## src/sv/char_lcd_nibble_writer_core_assert.svh

```systemverilog
// Assertion macros shared by the character LCD writer modules.
// Depends on nothing; users must have clk and rst_n in scope.
`ifndef CHAR_LCD_NIBBLE_WRITER_CORE_ASSERT_SVH
`define CHAR_LCD_NIBBLE_WRITER_CORE_ASSERT_SVH
`ifndef NO_ASSERTIONS
// condition that holds at every clock edge out of reset
`define CNW_ASSERT_ALWAYS(lbl, expr) \
  lbl: assert property (@(posedge clk) disable iff (!rst_n) (expr)) \
    else $error("cnw: invariant violated");
// antecedent in one cycle implies consequent in the next
`define CNW_ASSERT_NEXT(lbl, ante, cons) \
  lbl: assert property (@(posedge clk) disable iff (!rst_n) (ante) |=> (cons)) \
    else $error("cnw: sequence violated");
`else
`define CNW_ASSERT_ALWAYS(lbl, expr)
`define CNW_ASSERT_NEXT(lbl, ante, cons)
`endif
`endif

```

## src/sv/cnw_pkg.sv

```systemverilog
// Types, constants and lookup tables for the character LCD nibble writer.
// No dependencies; used by all cnw modules and the core top level.
`default_nettype none
package cnw_pkg;

  // glyph store sizing
  localparam int unsigned GLYPH_COUNT = 5;
  localparam int unsigned GLYPH_ROWS  = 8;
  localparam int unsigned BIDX_W      = $clog2(GLYPH_ROWS + 1);

  // job queue sizing
  localparam int unsigned Q_DEPTH = 2;
  localparam int unsigned Q_PTR_W = $clog2(Q_DEPTH);
  localparam int unsigned Q_CNT_W = $clog2(Q_DEPTH + 1);

  // input opcodes
  localparam logic [1:0] OP_TEXT  = 2'd0;
  localparam logic [1:0] OP_CMD   = 2'd1;
  localparam logic [1:0] OP_POWER = 2'd2;
  localparam logic [1:0] OP_GLYPH = 2'd3;

  // register indexes (selected by address bit 2)
  localparam logic REG_PULSE_HOLD = 1'b0;
  localparam logic REG_POWER_WAIT = 1'b1;
  localparam logic [7:0] PULSE_HOLD_RST = 8'd5;
  localparam logic [7:0] POWER_WAIT_RST = 8'd15;

  // UTF-8 handling
  localparam logic [7:0] LEAD_BYTE  = 8'hC3;
  localparam logic [7:0] ACC_A_AC   = 8'hA1;
  localparam logic [7:0] ACC_E_AC   = 8'hA9;
  localparam logic [7:0] ACC_C_CED  = 8'hA7;
  localparam logic [7:0] ACC_A_TIL  = 8'hA3;
  localparam logic [7:0] ACC_O_TIL  = 8'hB5;

  // panel commands
  localparam logic [7:0] CMD_CGRAM_BASE = 8'h40;
  localparam logic [3:0] POWER_NIBBLE   = 4'h2;
  localparam logic [7:0] POWER_CMDS [0:3] = '{8'h28, 8'h0C, 8'h06, 8'h01};

  // accent bitmaps, rows top to bottom
  localparam logic [7:0] GLYPH_ROM [0:7][0:7] = '{
    '{8'h02, 8'h04, 8'h0E, 8'h01, 8'h0F, 8'h11, 8'h0F, 8'h00},
    '{8'h02, 8'h04, 8'h0E, 8'h11, 8'h1F, 8'h10, 8'h0E, 8'h00},
    '{8'h00, 8'h0F, 8'h10, 8'h10, 8'h0F, 8'h02, 8'h0E, 8'h00},
    '{8'h0D, 8'h12, 8'h06, 8'h01, 8'h0F, 8'h11, 8'h0F, 8'h00},
    '{8'h0D, 8'h12, 8'h00, 8'h0E, 8'h11, 8'h11, 8'h0E, 8'h00},
    '{8'h00, 8'h00, 8'h00, 8'h00, 8'h00, 8'h00, 8'h00, 8'h00},
    '{8'h00, 8'h00, 8'h00, 8'h00, 8'h00, 8'h00, 8'h00, 8'h00},
    '{8'h00, 8'h00, 8'h00, 8'h00, 8'h00, 8'h00, 8'h00, 8'h00}
  };

  typedef struct packed {
    logic [1:0] opcode;
    logic [7:0] byte_value;
  } in_item_t;

  typedef struct packed {
    logic       reg_select;
    logic       enable_pin;
    logic [3:0] data_nibble;
    logic [7:0] hold_ms;
    logic       last;
  } out_item_t;

  typedef enum logic [1:0] {
    JOB_BYTE,
    JOB_POWER,
    JOB_GLYPH
  } job_kind_t;

  // classified work handed from front to back
  typedef struct packed {
    job_kind_t  kind;
    logic       rs;
    logic [7:0] value;
  } job_t;

  typedef struct packed {
    logic       hit;
    logic [7:0] code;
  } accent_t;

  // second byte of a 0xC3 sequence to custom character code
  function automatic accent_t map_accent(logic [7:0] b);
    accent_t a;
    a.hit  = 1'b1;
    a.code = 8'd0;
    unique case (b)
      ACC_A_AC:  a.code = 8'd0;
      ACC_E_AC:  a.code = 8'd1;
      ACC_C_CED: a.code = 8'd2;
      ACC_A_TIL: a.code = 8'd3;
      ACC_O_TIL: a.code = 8'd4;
      default:   a.hit  = 1'b0;
    endcase
    return a;
  endfunction

endpackage
`default_nettype wire

```

## src/sv/char_lcd_nibble_writer_core.sv

```systemverilog
// Character LCD 4-bit pin sequencer, usage notes:
//  in_push/in_full: push an item {opcode, byte_value} when in_full is low.
//  out_empty/out_pop: each result is one pin state {reg_select, enable_pin,
//   data_nibble, hold_ms, last}; last marks the final state of an item.
//  cfg_*: APB write/read of pulse_hold_ms (addr 0) and power_wait_ms (addr 4).
// A sent byte gives 4 results, power-on 19, glyph load 36; a held lead byte,
// a zero text byte or a bad glyph index give none.
// Path: an accepted item enters the job queue, then the back end registers
// its results in the output register. Throughput: one result per cycle from
// the back-end sequencer while out_pop keeps up; the two-entry job queue lets
// the front accept items while the back end is still expanding earlier ones.
// Reset: registers return to 5 ms / 15 ms, lead byte state and queue clear,
// no result pending. No clearing pass is needed.
// When the receiver stalls (out_pop low), the result is held, the sequencer
// stops, and in_full rises once the job queue fills.
// Depends on cnw_pkg, cnw_front, cnw_queue, cnw_back.
`default_nettype none
module char_lcd_nibble_writer_core (
  input  wire logic               clk,
  input  wire logic               rst_n,
  input  wire logic               in_push,
  output logic                    in_full,
  input  wire cnw_pkg::in_item_t  in_item,
  output logic                    out_empty,
  input  wire logic               out_pop,
  output cnw_pkg::out_item_t      out_item,
  input  wire logic               cfg_psel,
  input  wire logic               cfg_penable,
  input  wire logic               cfg_pwrite,
  input  wire logic [2:0]         cfg_paddr,
  input  wire logic [31:0]        cfg_pwdata,
  output logic [31:0]             cfg_prdata,
  output logic                    cfg_pready
);

  logic          pulse_hold_wr, power_wait_wr;
  logic [7:0]    pulse_hold_ms_r, power_wait_ms_r;
  logic          cfg_wr;
  logic          q_push, q_full, q_pop, q_valid;
  cnw_pkg::job_t push_job, head_job;

  // configuration registers
  assign cfg_pready = 1'b1;
  assign cfg_wr     = cfg_psel && cfg_penable && cfg_pwrite && cfg_pready;
  assign pulse_hold_wr = cfg_wr && (cfg_paddr[2] == cnw_pkg::REG_PULSE_HOLD);
  assign power_wait_wr = cfg_wr && (cfg_paddr[2] == cnw_pkg::REG_POWER_WAIT);

  always_ff @(posedge clk) begin
    if (!rst_n) begin
      pulse_hold_ms_r <= cnw_pkg::PULSE_HOLD_RST;
      power_wait_ms_r <= cnw_pkg::POWER_WAIT_RST;
    end else begin
      if (pulse_hold_wr) pulse_hold_ms_r <= cfg_pwdata[7:0];
      if (power_wait_wr) power_wait_ms_r <= cfg_pwdata[7:0];
    end
  end

  assign cfg_prdata = {24'd0, (cfg_paddr[2] == cnw_pkg::REG_POWER_WAIT) ?
                              power_wait_ms_r : pulse_hold_ms_r};

  cnw_front u_front (
    .clk      (clk),
    .rst_n    (rst_n),
    .in_push  (in_push),
    .in_full  (in_full),
    .in_item  (in_item),
    .q_push   (q_push),
    .q_job    (push_job),
    .q_full   (q_full)
  );

  cnw_queue u_queue (
    .clk        (clk),
    .rst_n      (rst_n),
    .push       (q_push),
    .push_job   (push_job),
    .full       (q_full),
    .pop        (q_pop),
    .head_valid (q_valid),
    .head_job   (head_job)
  );

  cnw_back u_back (
    .clk        (clk),
    .rst_n      (rst_n),
    .pulse_hold (pulse_hold_ms_r),
    .power_wait (power_wait_ms_r),
    .q_valid    (q_valid),
    .q_job      (head_job),
    .q_pop      (q_pop),
    .out_empty  (out_empty),
    .out_pop    (out_pop),
    .out_item   (out_item)
  );

endmodule
`default_nettype wire

```

## src/sv/cnw_front.sv

```systemverilog
// Front end: accepts items, tracks the UTF-8 lead byte, classifies into jobs.
// Depends on cnw_pkg.
`default_nettype none
module cnw_front (
  input  wire logic             clk,
  input  wire logic             rst_n,
  input  wire logic             in_push,
  output logic                  in_full,
  input  wire cnw_pkg::in_item_t in_item,
  output logic                  q_push,
  output cnw_pkg::job_t         q_job,
  input  wire logic             q_full
);

  logic             lead_r, lead_nxt;
  logic             accept;
  logic             job_ok;
  cnw_pkg::accent_t acc;

  assign in_full = q_full;
  assign accept  = in_push && !q_full;
  assign q_push  = accept && job_ok;

  // classify one item
  always_comb begin
    acc      = cnw_pkg::map_accent(in_item.byte_value);
    lead_nxt = 1'b0;
    job_ok   = 1'b0;
    q_job.kind  = cnw_pkg::JOB_BYTE;
    q_job.rs    = 1'b0;
    q_job.value = in_item.byte_value;
    unique case (in_item.opcode)
      cnw_pkg::OP_TEXT: begin
        q_job.rs = 1'b1;
        if (lead_r && acc.hit) begin
          job_ok      = 1'b1;
          q_job.value = acc.code;
        end else if (in_item.byte_value == cnw_pkg::LEAD_BYTE) begin
          lead_nxt = 1'b1;
        end else if (in_item.byte_value != 8'd0) begin
          job_ok = 1'b1;
        end
      end
      cnw_pkg::OP_CMD: begin
        job_ok = 1'b1;
      end
      cnw_pkg::OP_POWER: begin
        job_ok     = 1'b1;
        q_job.kind = cnw_pkg::JOB_POWER;
      end
      default: begin
        q_job.kind = cnw_pkg::JOB_GLYPH;
        job_ok     = (in_item.byte_value < 8'(cnw_pkg::GLYPH_COUNT));
      end
    endcase
  end

  // lead byte state
  always_ff @(posedge clk) begin
    if (!rst_n) begin
      lead_r <= 1'b0;
    end else if (accept) begin
      lead_r <= lead_nxt;
    end
  end

endmodule
`default_nettype wire

```

## src/sv/cnw_queue.sv

```systemverilog
// Short job queue between front and back end.
// Depends on cnw_pkg and the assertion macro header.
`default_nettype none
`include "char_lcd_nibble_writer_core_assert.svh"
module cnw_queue (
  input  wire logic          clk,
  input  wire logic          rst_n,
  input  wire logic          push,
  input  wire cnw_pkg::job_t push_job,
  output logic               full,
  input  wire logic          pop,
  output logic               head_valid,
  output cnw_pkg::job_t      head_job
);

  cnw_pkg::job_t                   mem_r [cnw_pkg::Q_DEPTH];
  logic [cnw_pkg::Q_PTR_W-1:0]     wr_r, rd_r;
  logic [cnw_pkg::Q_CNT_W-1:0]     cnt_r;

  assign full       = (cnt_r == cnw_pkg::Q_CNT_W'(cnw_pkg::Q_DEPTH));
  assign head_valid = (cnt_r != '0);
  assign head_job   = mem_r[rd_r];

  // pointers and fill count
  always_ff @(posedge clk) begin
    if (!rst_n) begin
      wr_r  <= '0;
      rd_r  <= '0;
      cnt_r <= '0;
    end else begin
      if (push) wr_r <= wr_r + 1'b1;
      if (pop)  rd_r <= rd_r + 1'b1;
      if (push && !pop)      cnt_r <= cnt_r + 1'b1;
      else if (pop && !push) cnt_r <= cnt_r - 1'b1;
    end
  end

  // entry storage
  always_ff @(posedge clk) begin
    if (push) mem_r[wr_r] <= push_job;
  end

  `CNW_ASSERT_ALWAYS(a_q_no_overflow, !(push && full && !pop))
  `CNW_ASSERT_ALWAYS(a_q_pop_nonempty, !pop || head_valid)
  `CNW_ASSERT_NEXT(a_q_push_fills, push && !pop, head_valid)

endmodule
`default_nettype wire

```

## src/sv/cnw_back.sv

```systemverilog
// Back end: expands each job into pin-state items, one per cycle unless out_pop stalls the output.
// Depends on cnw_pkg and the assertion macro header.
`default_nettype none
`include "char_lcd_nibble_writer_core_assert.svh"
module cnw_back (
  input  wire logic          clk,
  input  wire logic          rst_n,
  input  wire logic [7:0]    pulse_hold,
  input  wire logic [7:0]    power_wait,
  input  wire logic          q_valid,
  input  wire cnw_pkg::job_t q_job,
  output logic               q_pop,
  output logic               out_empty,
  input  wire logic          out_pop,
  output cnw_pkg::out_item_t out_item
);

  logic [cnw_pkg::BIDX_W-1:0] bidx_r, last_bidx;
  logic [1:0]                 ph_r;
  logic [1:0]                 pre_cnt_r;
  logic                       pre_done_r;
  logic                       out_valid_r;
  cnw_pkg::out_item_t         out_item_r, res;
  logic                       in_pre, advance;
  logic [7:0]                 cur_byte;
  logic                       cur_rs;
  logic [2:0]                 row;

  assign in_pre    = (q_job.kind == cnw_pkg::JOB_POWER) && !pre_done_r;
  assign advance   = q_valid && (!out_valid_r || out_pop);
  assign q_pop     = advance && res.last;
  assign out_empty = !out_valid_r;
  assign out_item  = out_item_r;
  assign row       = 3'(bidx_r - 1'b1);

  // byte currently being sent
  always_comb begin
    cur_byte  = q_job.value;
    cur_rs    = q_job.rs;
    last_bidx = '0;
    unique case (q_job.kind)
      cnw_pkg::JOB_POWER: begin
        cur_byte  = cnw_pkg::POWER_CMDS[bidx_r[1:0]];
        cur_rs    = 1'b0;
        last_bidx = cnw_pkg::BIDX_W'(3);
      end
      cnw_pkg::JOB_GLYPH: begin
        last_bidx = cnw_pkg::BIDX_W'(cnw_pkg::GLYPH_ROWS);
        if (bidx_r == '0) begin
          cur_byte = cnw_pkg::CMD_CGRAM_BASE + {2'b00, q_job.value[2:0], 3'b000};
          cur_rs   = 1'b0;
        end else begin
          cur_byte = cnw_pkg::GLYPH_ROM[q_job.value[2:0]][row];
          cur_rs   = 1'b1;
        end
      end
      default: begin
        last_bidx = '0;
      end
    endcase
  end

  // pin state for this step
  always_comb begin
    res.reg_select  = cur_rs;
    res.enable_pin  = !ph_r[0];
    res.data_nibble = ph_r[1] ? cur_byte[3:0] : cur_byte[7:4];
    res.hold_ms     = ph_r[0] ? 8'd0 : pulse_hold;
    res.last        = (ph_r == 2'd3) && (bidx_r == last_bidx);
    if (in_pre) begin
      res.reg_select = 1'b0;
      res.last       = 1'b0;
      case (pre_cnt_r)
        2'd0: begin
          res.enable_pin  = 1'b0;
          res.data_nibble = 4'h0;
          res.hold_ms     = power_wait;
        end
        2'd1: begin
          res.enable_pin  = 1'b1;
          res.data_nibble = cnw_pkg::POWER_NIBBLE;
          res.hold_ms     = pulse_hold;
        end
        default: begin
          res.enable_pin  = 1'b0;
          res.data_nibble = cnw_pkg::POWER_NIBBLE;
          res.hold_ms     = 8'd0;
        end
      endcase
    end
  end

  // step counters
  always_ff @(posedge clk) begin
    if (!rst_n) begin
      bidx_r     <= '0;
      ph_r       <= '0;
      pre_cnt_r  <= '0;
      pre_done_r <= 1'b0;
    end else if (advance) begin
      if (in_pre) begin
        if (pre_cnt_r == 2'd2) begin
          pre_cnt_r  <= '0;
          pre_done_r <= 1'b1;
        end else begin
          pre_cnt_r <= pre_cnt_r + 1'b1;
        end
      end else begin
        ph_r <= ph_r + 1'b1;
        if (res.last) begin
          bidx_r     <= '0;
          pre_done_r <= 1'b0;
        end else if (ph_r == 2'd3) begin
          bidx_r <= bidx_r + 1'b1;
        end
      end
    end
  end

  // output register
  always_ff @(posedge clk) begin
    if (!rst_n) begin
      out_valid_r <= 1'b0;
    end else if (advance) begin
      out_valid_r <= 1'b1;
    end else if (out_pop) begin
      out_valid_r <= 1'b0;
    end
  end

  always_ff @(posedge clk) begin
    if (advance) out_item_r <= res;
  end

  `CNW_ASSERT_ALWAYS(a_bidx_range, bidx_r <= cnw_pkg::BIDX_W'(cnw_pkg::GLYPH_ROWS))
  `CNW_ASSERT_ALWAYS(a_pre_phase_idle, !in_pre || (ph_r == 2'd0 && pre_cnt_r != 2'd3))
  `CNW_ASSERT_NEXT(a_out_held, out_valid_r && !out_pop, out_valid_r)
  `CNW_ASSERT_NEXT(a_pop_restarts, q_pop, bidx_r == '0 && ph_r == 2'd0)

endmodule
`default_nettype wire
```

## config.mk

```make
export PLATFORM = sky130hd
export DESIGN_NAME = char_lcd_nibble_writer_core
export DESIGN_NICKNAME = d
export VERILOG_FILES = /design/src/sv/cnw_pkg.sv /design/src/sv/char_lcd_nibble_writer_core.sv /design/src/sv/cnw_front.sv /design/src/sv/cnw_queue.sv /design/src/sv/cnw_back.sv
export VERILOG_INCLUDE_DIRS = /design/src /design/src/sv
export SDC_FILE = /design/constraint.sdc
export NUM_CORES = 1
export LEC_CHECK = 0
export BUFFER_PORTS_ARGS = -buffer_cell sky130_fd_sc_hd__buf_2
export CAP_MARGIN = 10
export CORE_MARGIN = 2
export CORE_UTILIZATION = 57
export DETAILED_ROUTE_END_ITERATION = 12
export GPL_ROUTABILITY_DRIVEN = 0
export MAX_ROUTING_LAYER = met4
export PLACE_DENSITY = 0.85
export SLEW_MARGIN = 30
export SYNTH_ARGS = -nofsm -noshare
export SYNTH_HDL_FRONTEND = slang
export SYNTH_SLANG_ARGS = --single-unit
export TNS_END_PERCENT = 10
```

## constraint.sdc

```tcl
create_clock -name clk -period 8.78 [get_ports clk]
set_input_delay 1.756 -clock clk [delete_from_list [all_inputs] [get_ports clk]]
set_output_delay 1.756 -clock clk [all_outputs]
set_load 0.05 [all_outputs]
```

==> impl_metrics.toml <==
[logic_synthesis]
ys_ff_latch = 69
synth_top_cell_by_area = "edfxtp_1"
synth_area_per_cell_um2 = 9.89
synth-edff-count = 37
synthTopCellsByArea = "edfxtp_1 29%, dfxtp_1 16%, ha_1 5.8%"
synth_top_area_share_pct = 28.5
async_reset_ff_share_pct = 0
ys_seq_area_share_pct = 44.9
synthesis.yosys.warnings = 0
synth_flop_cell = "edfxtp_1"
ys_types = 58
netlist_area_um2 = 3900
netlist_instances = 394

[drt]
routed_via_density = 5.68
vias = 2972
drc = 0
dr.pass1.iters = 5
ant_nets = 0
wl_per_cell_um = 14.7
wirelength_um = 7700
initialDrtViolationCount = 222

[cells_and_area]
nNetsFinal = 508
fin_util_pct = 63.3
drive_above_1_share_pct = 19.6
syn2layout_area_growth_pct = 9.15
diodes = 0
final_common_cell = "nand2_1"
final_cell_mix = "51 x nand2_1, 50 x buf_2, 37 x edfxtp_1"
fill_cells = 536
fin_area_um2 = 4250

[sta]
rsz0062_at_grt = "no"
tns_ns = 0
min_period_ns = 4.33
maxSlewViolCount = 0
worst-slew-pin-transition_ns = 0.845
timing.final.hold_violations = 0
fmax_mhz = 231
skew_ns = 0.0143
fin_crit_sh_pct = 49.3
setup_viol = 0
max-slew-margin-rel_pct = 43.7

[clock_tree]
cts.repair.resized = 0
cts_tree = "done"
cts.sinks = 69
cts_buffer_depth = 2
cts_setup_buffers = 0
insertion_delay_ns = 0.34
h-tree-depth = 3
cts_buffers = 9
cts-root-buf = "clkbuf_8"
hold_buffers = 0
path_clk_slew_ns = 0.08

[grt]
antenna_found_initial = 0
grt_first_pass_wirelength_um = 12600
grt_usage_pct = 22.0
grt_overflow = 0
first_global_vias = 2725
grt_max_degree = 32

[setup_path]
startpoint = "cfg_paddr[2]"
reg2regPathDepth = 10
rrSetupSlack_ns = 5.21
slowest_delay_ns = 0.37
critPathArrivalTime_ns = 2.57
path_cells = "buf_2 -> mux2_2 -> buf_2"
cp-start-kind = "input pin"
cp_common_cell = "buf_2"
cpMaxStageDelayCell = "mux2_2"
path_class = "input pin to output port"
rr_endpoint = "u_queue.cnt_r[1]"
critPathCaptureType = "output port"
crit_fanout = 11
required_ns = 7.02
cp-endpoint = "cfg_prdata[4]"

[die]
die-area_um2 = 7520
start_util_pct = 58.0
fp.dieW_um = 86.7
ios = 102
rows = 30
die_h_um = 86.7
fp.coreArea_um2 = 6720

[pwr]
peakVddDrop_mv = 0.120
p_leak_nw = 1.70
power_mw = 0.783
powerDensity_nw_per_um2 = 184

[placement]
placedInstanceArea_um2 = 4090
hpwlAfterDp_um = 5550
port_buffers = 50

[worst_hold_path]
hold_path.class = "flip-flop to flip-flop"
hp-start = "power_wait_ms_r[5]"

[run_status]
status = "finished clean"

[job]
drv_cap = 0
[state kept, by name, summed over array words and instances, names as in the netlist, named ones only]
signal / count
u_queue.cnt_r: 2
u_front.lead_r: 1
u_queue.mem_r: 22
power_wait_ms_r: 8
u_back.ph_r: 2
u_queue.wr_r: 1
u_back.out_item: 15
u_queue.rd_r: 1
u_back.pre_done_r: 1
u_back.out_valid_r: 1
u_back.pre_cnt_r: 2
pulse_hold_ms_r: 8
u_back.bidx_r: 4
[cell usage after synthesis, types with 2 or more instances]
cell type  number
inv_1          13
ha_1           18
a21boi_0       14
nor2_1         23
clkbuf_1       12
a22o_1          9
a211oi_1        4
o21ai_1         2
nand2_1        51
mux2i_1        12
nand4_1         6
mux2_2         12
a311oi_1        3
nand2b_1        4
buf_2           3
nand3_1        14
a221oi_1        2
conb_1          2
a21oi_1        13
o21a_1          2
o211ai_1        2
xnor2_1         3
nor3_1          9
buf_4          25
o221ai_1        2
o21ai_0         7
xor2_1          8
nor2b_1        15
edfxtp_1       37
dfxtp_1        32
and2_1          7
o31a_1          2
[power breakdown]
| part | total, mW | switching [mW] | internal (mW) |
|---|---|---|---|
| Sequential | 0.379 | 0.0110 | 0.368 |
| Clock | 0.223 | 0.120 | 0.102 |
| Combinational | 0.181 | 0.135 | 0.0466 |
| Total | 0.783 | 0.266 | 0.517 |
[final cells by class]
type	count	area, um^2	area share, %
Multi-Input combinational cell	293	1930	45.3
Sequential cell	69	1750	41.2
Timing Repair Buffer	51	258	6.06
Clock buffer	10	128	3.00
Tap cell	80	100	2.35
Inverter	14	52.6	1.24
Clock inverter	6	36.3	0.853
[kinds of logic after synthesis]
| group | after synthesis | synth area share (%) |
|---|---|---|
| muxes | 25 | 6.93 |
| buffers and inverters | 55 | 7.99 |
| DFF | 69 | 44.9 |
| adders and majority gates | 19 | 6.04 |
| and+or+nand+nor | 140 | 17.7 |
| AOI/OAI and AO/OA | 73 | 13.8 |
| other | 2 | 0.193 |
| xor gates and xnor gates | 11 | 2.47 |
[stage by stage]
stage | setup slack (ns) | hold slack [ns] | cells
after floorplan | 4.46 | 0.453 | 417
after global placement | 4.46 | 0.463 | 507
after detailed placement | 4.46 | 0.475 | 507
after CTS | 4.46 | 0.486 | 523
after global routing | 4.42 | 0.507 | 523
final | 4.45 | 0.483 | 523
[worst max-delay path, delay by kind of cell]
kind,cells,cell delay (ns)
buf+inv,2,0.44
mux,1,0.37
[worst min-delay path by stage]
stage                                     to  slack (ns)  cells after the start
after CTS                 power_wait_ms_r[5]        0.49                      2
after global routing      power_wait_ms_r[1]        0.51                      2
after detailed placement  power_wait_ms_r[5]        0.48                      2
final                     power_wait_ms_r[5]        0.48                      2
after floorplan           power_wait_ms_r[4]        0.45                      2
after global placement    power_wait_ms_r[4]        0.46                      2
[metal layers]
layer / part of all wire, % / GRT usage (%)
met1: 43 / 28.3
met2: 48 / 34.4
met3: 6.5 / 4.29
met4: 2.4 / 8.95
met5: 0 / -
(Power assumes the default switching activity.)
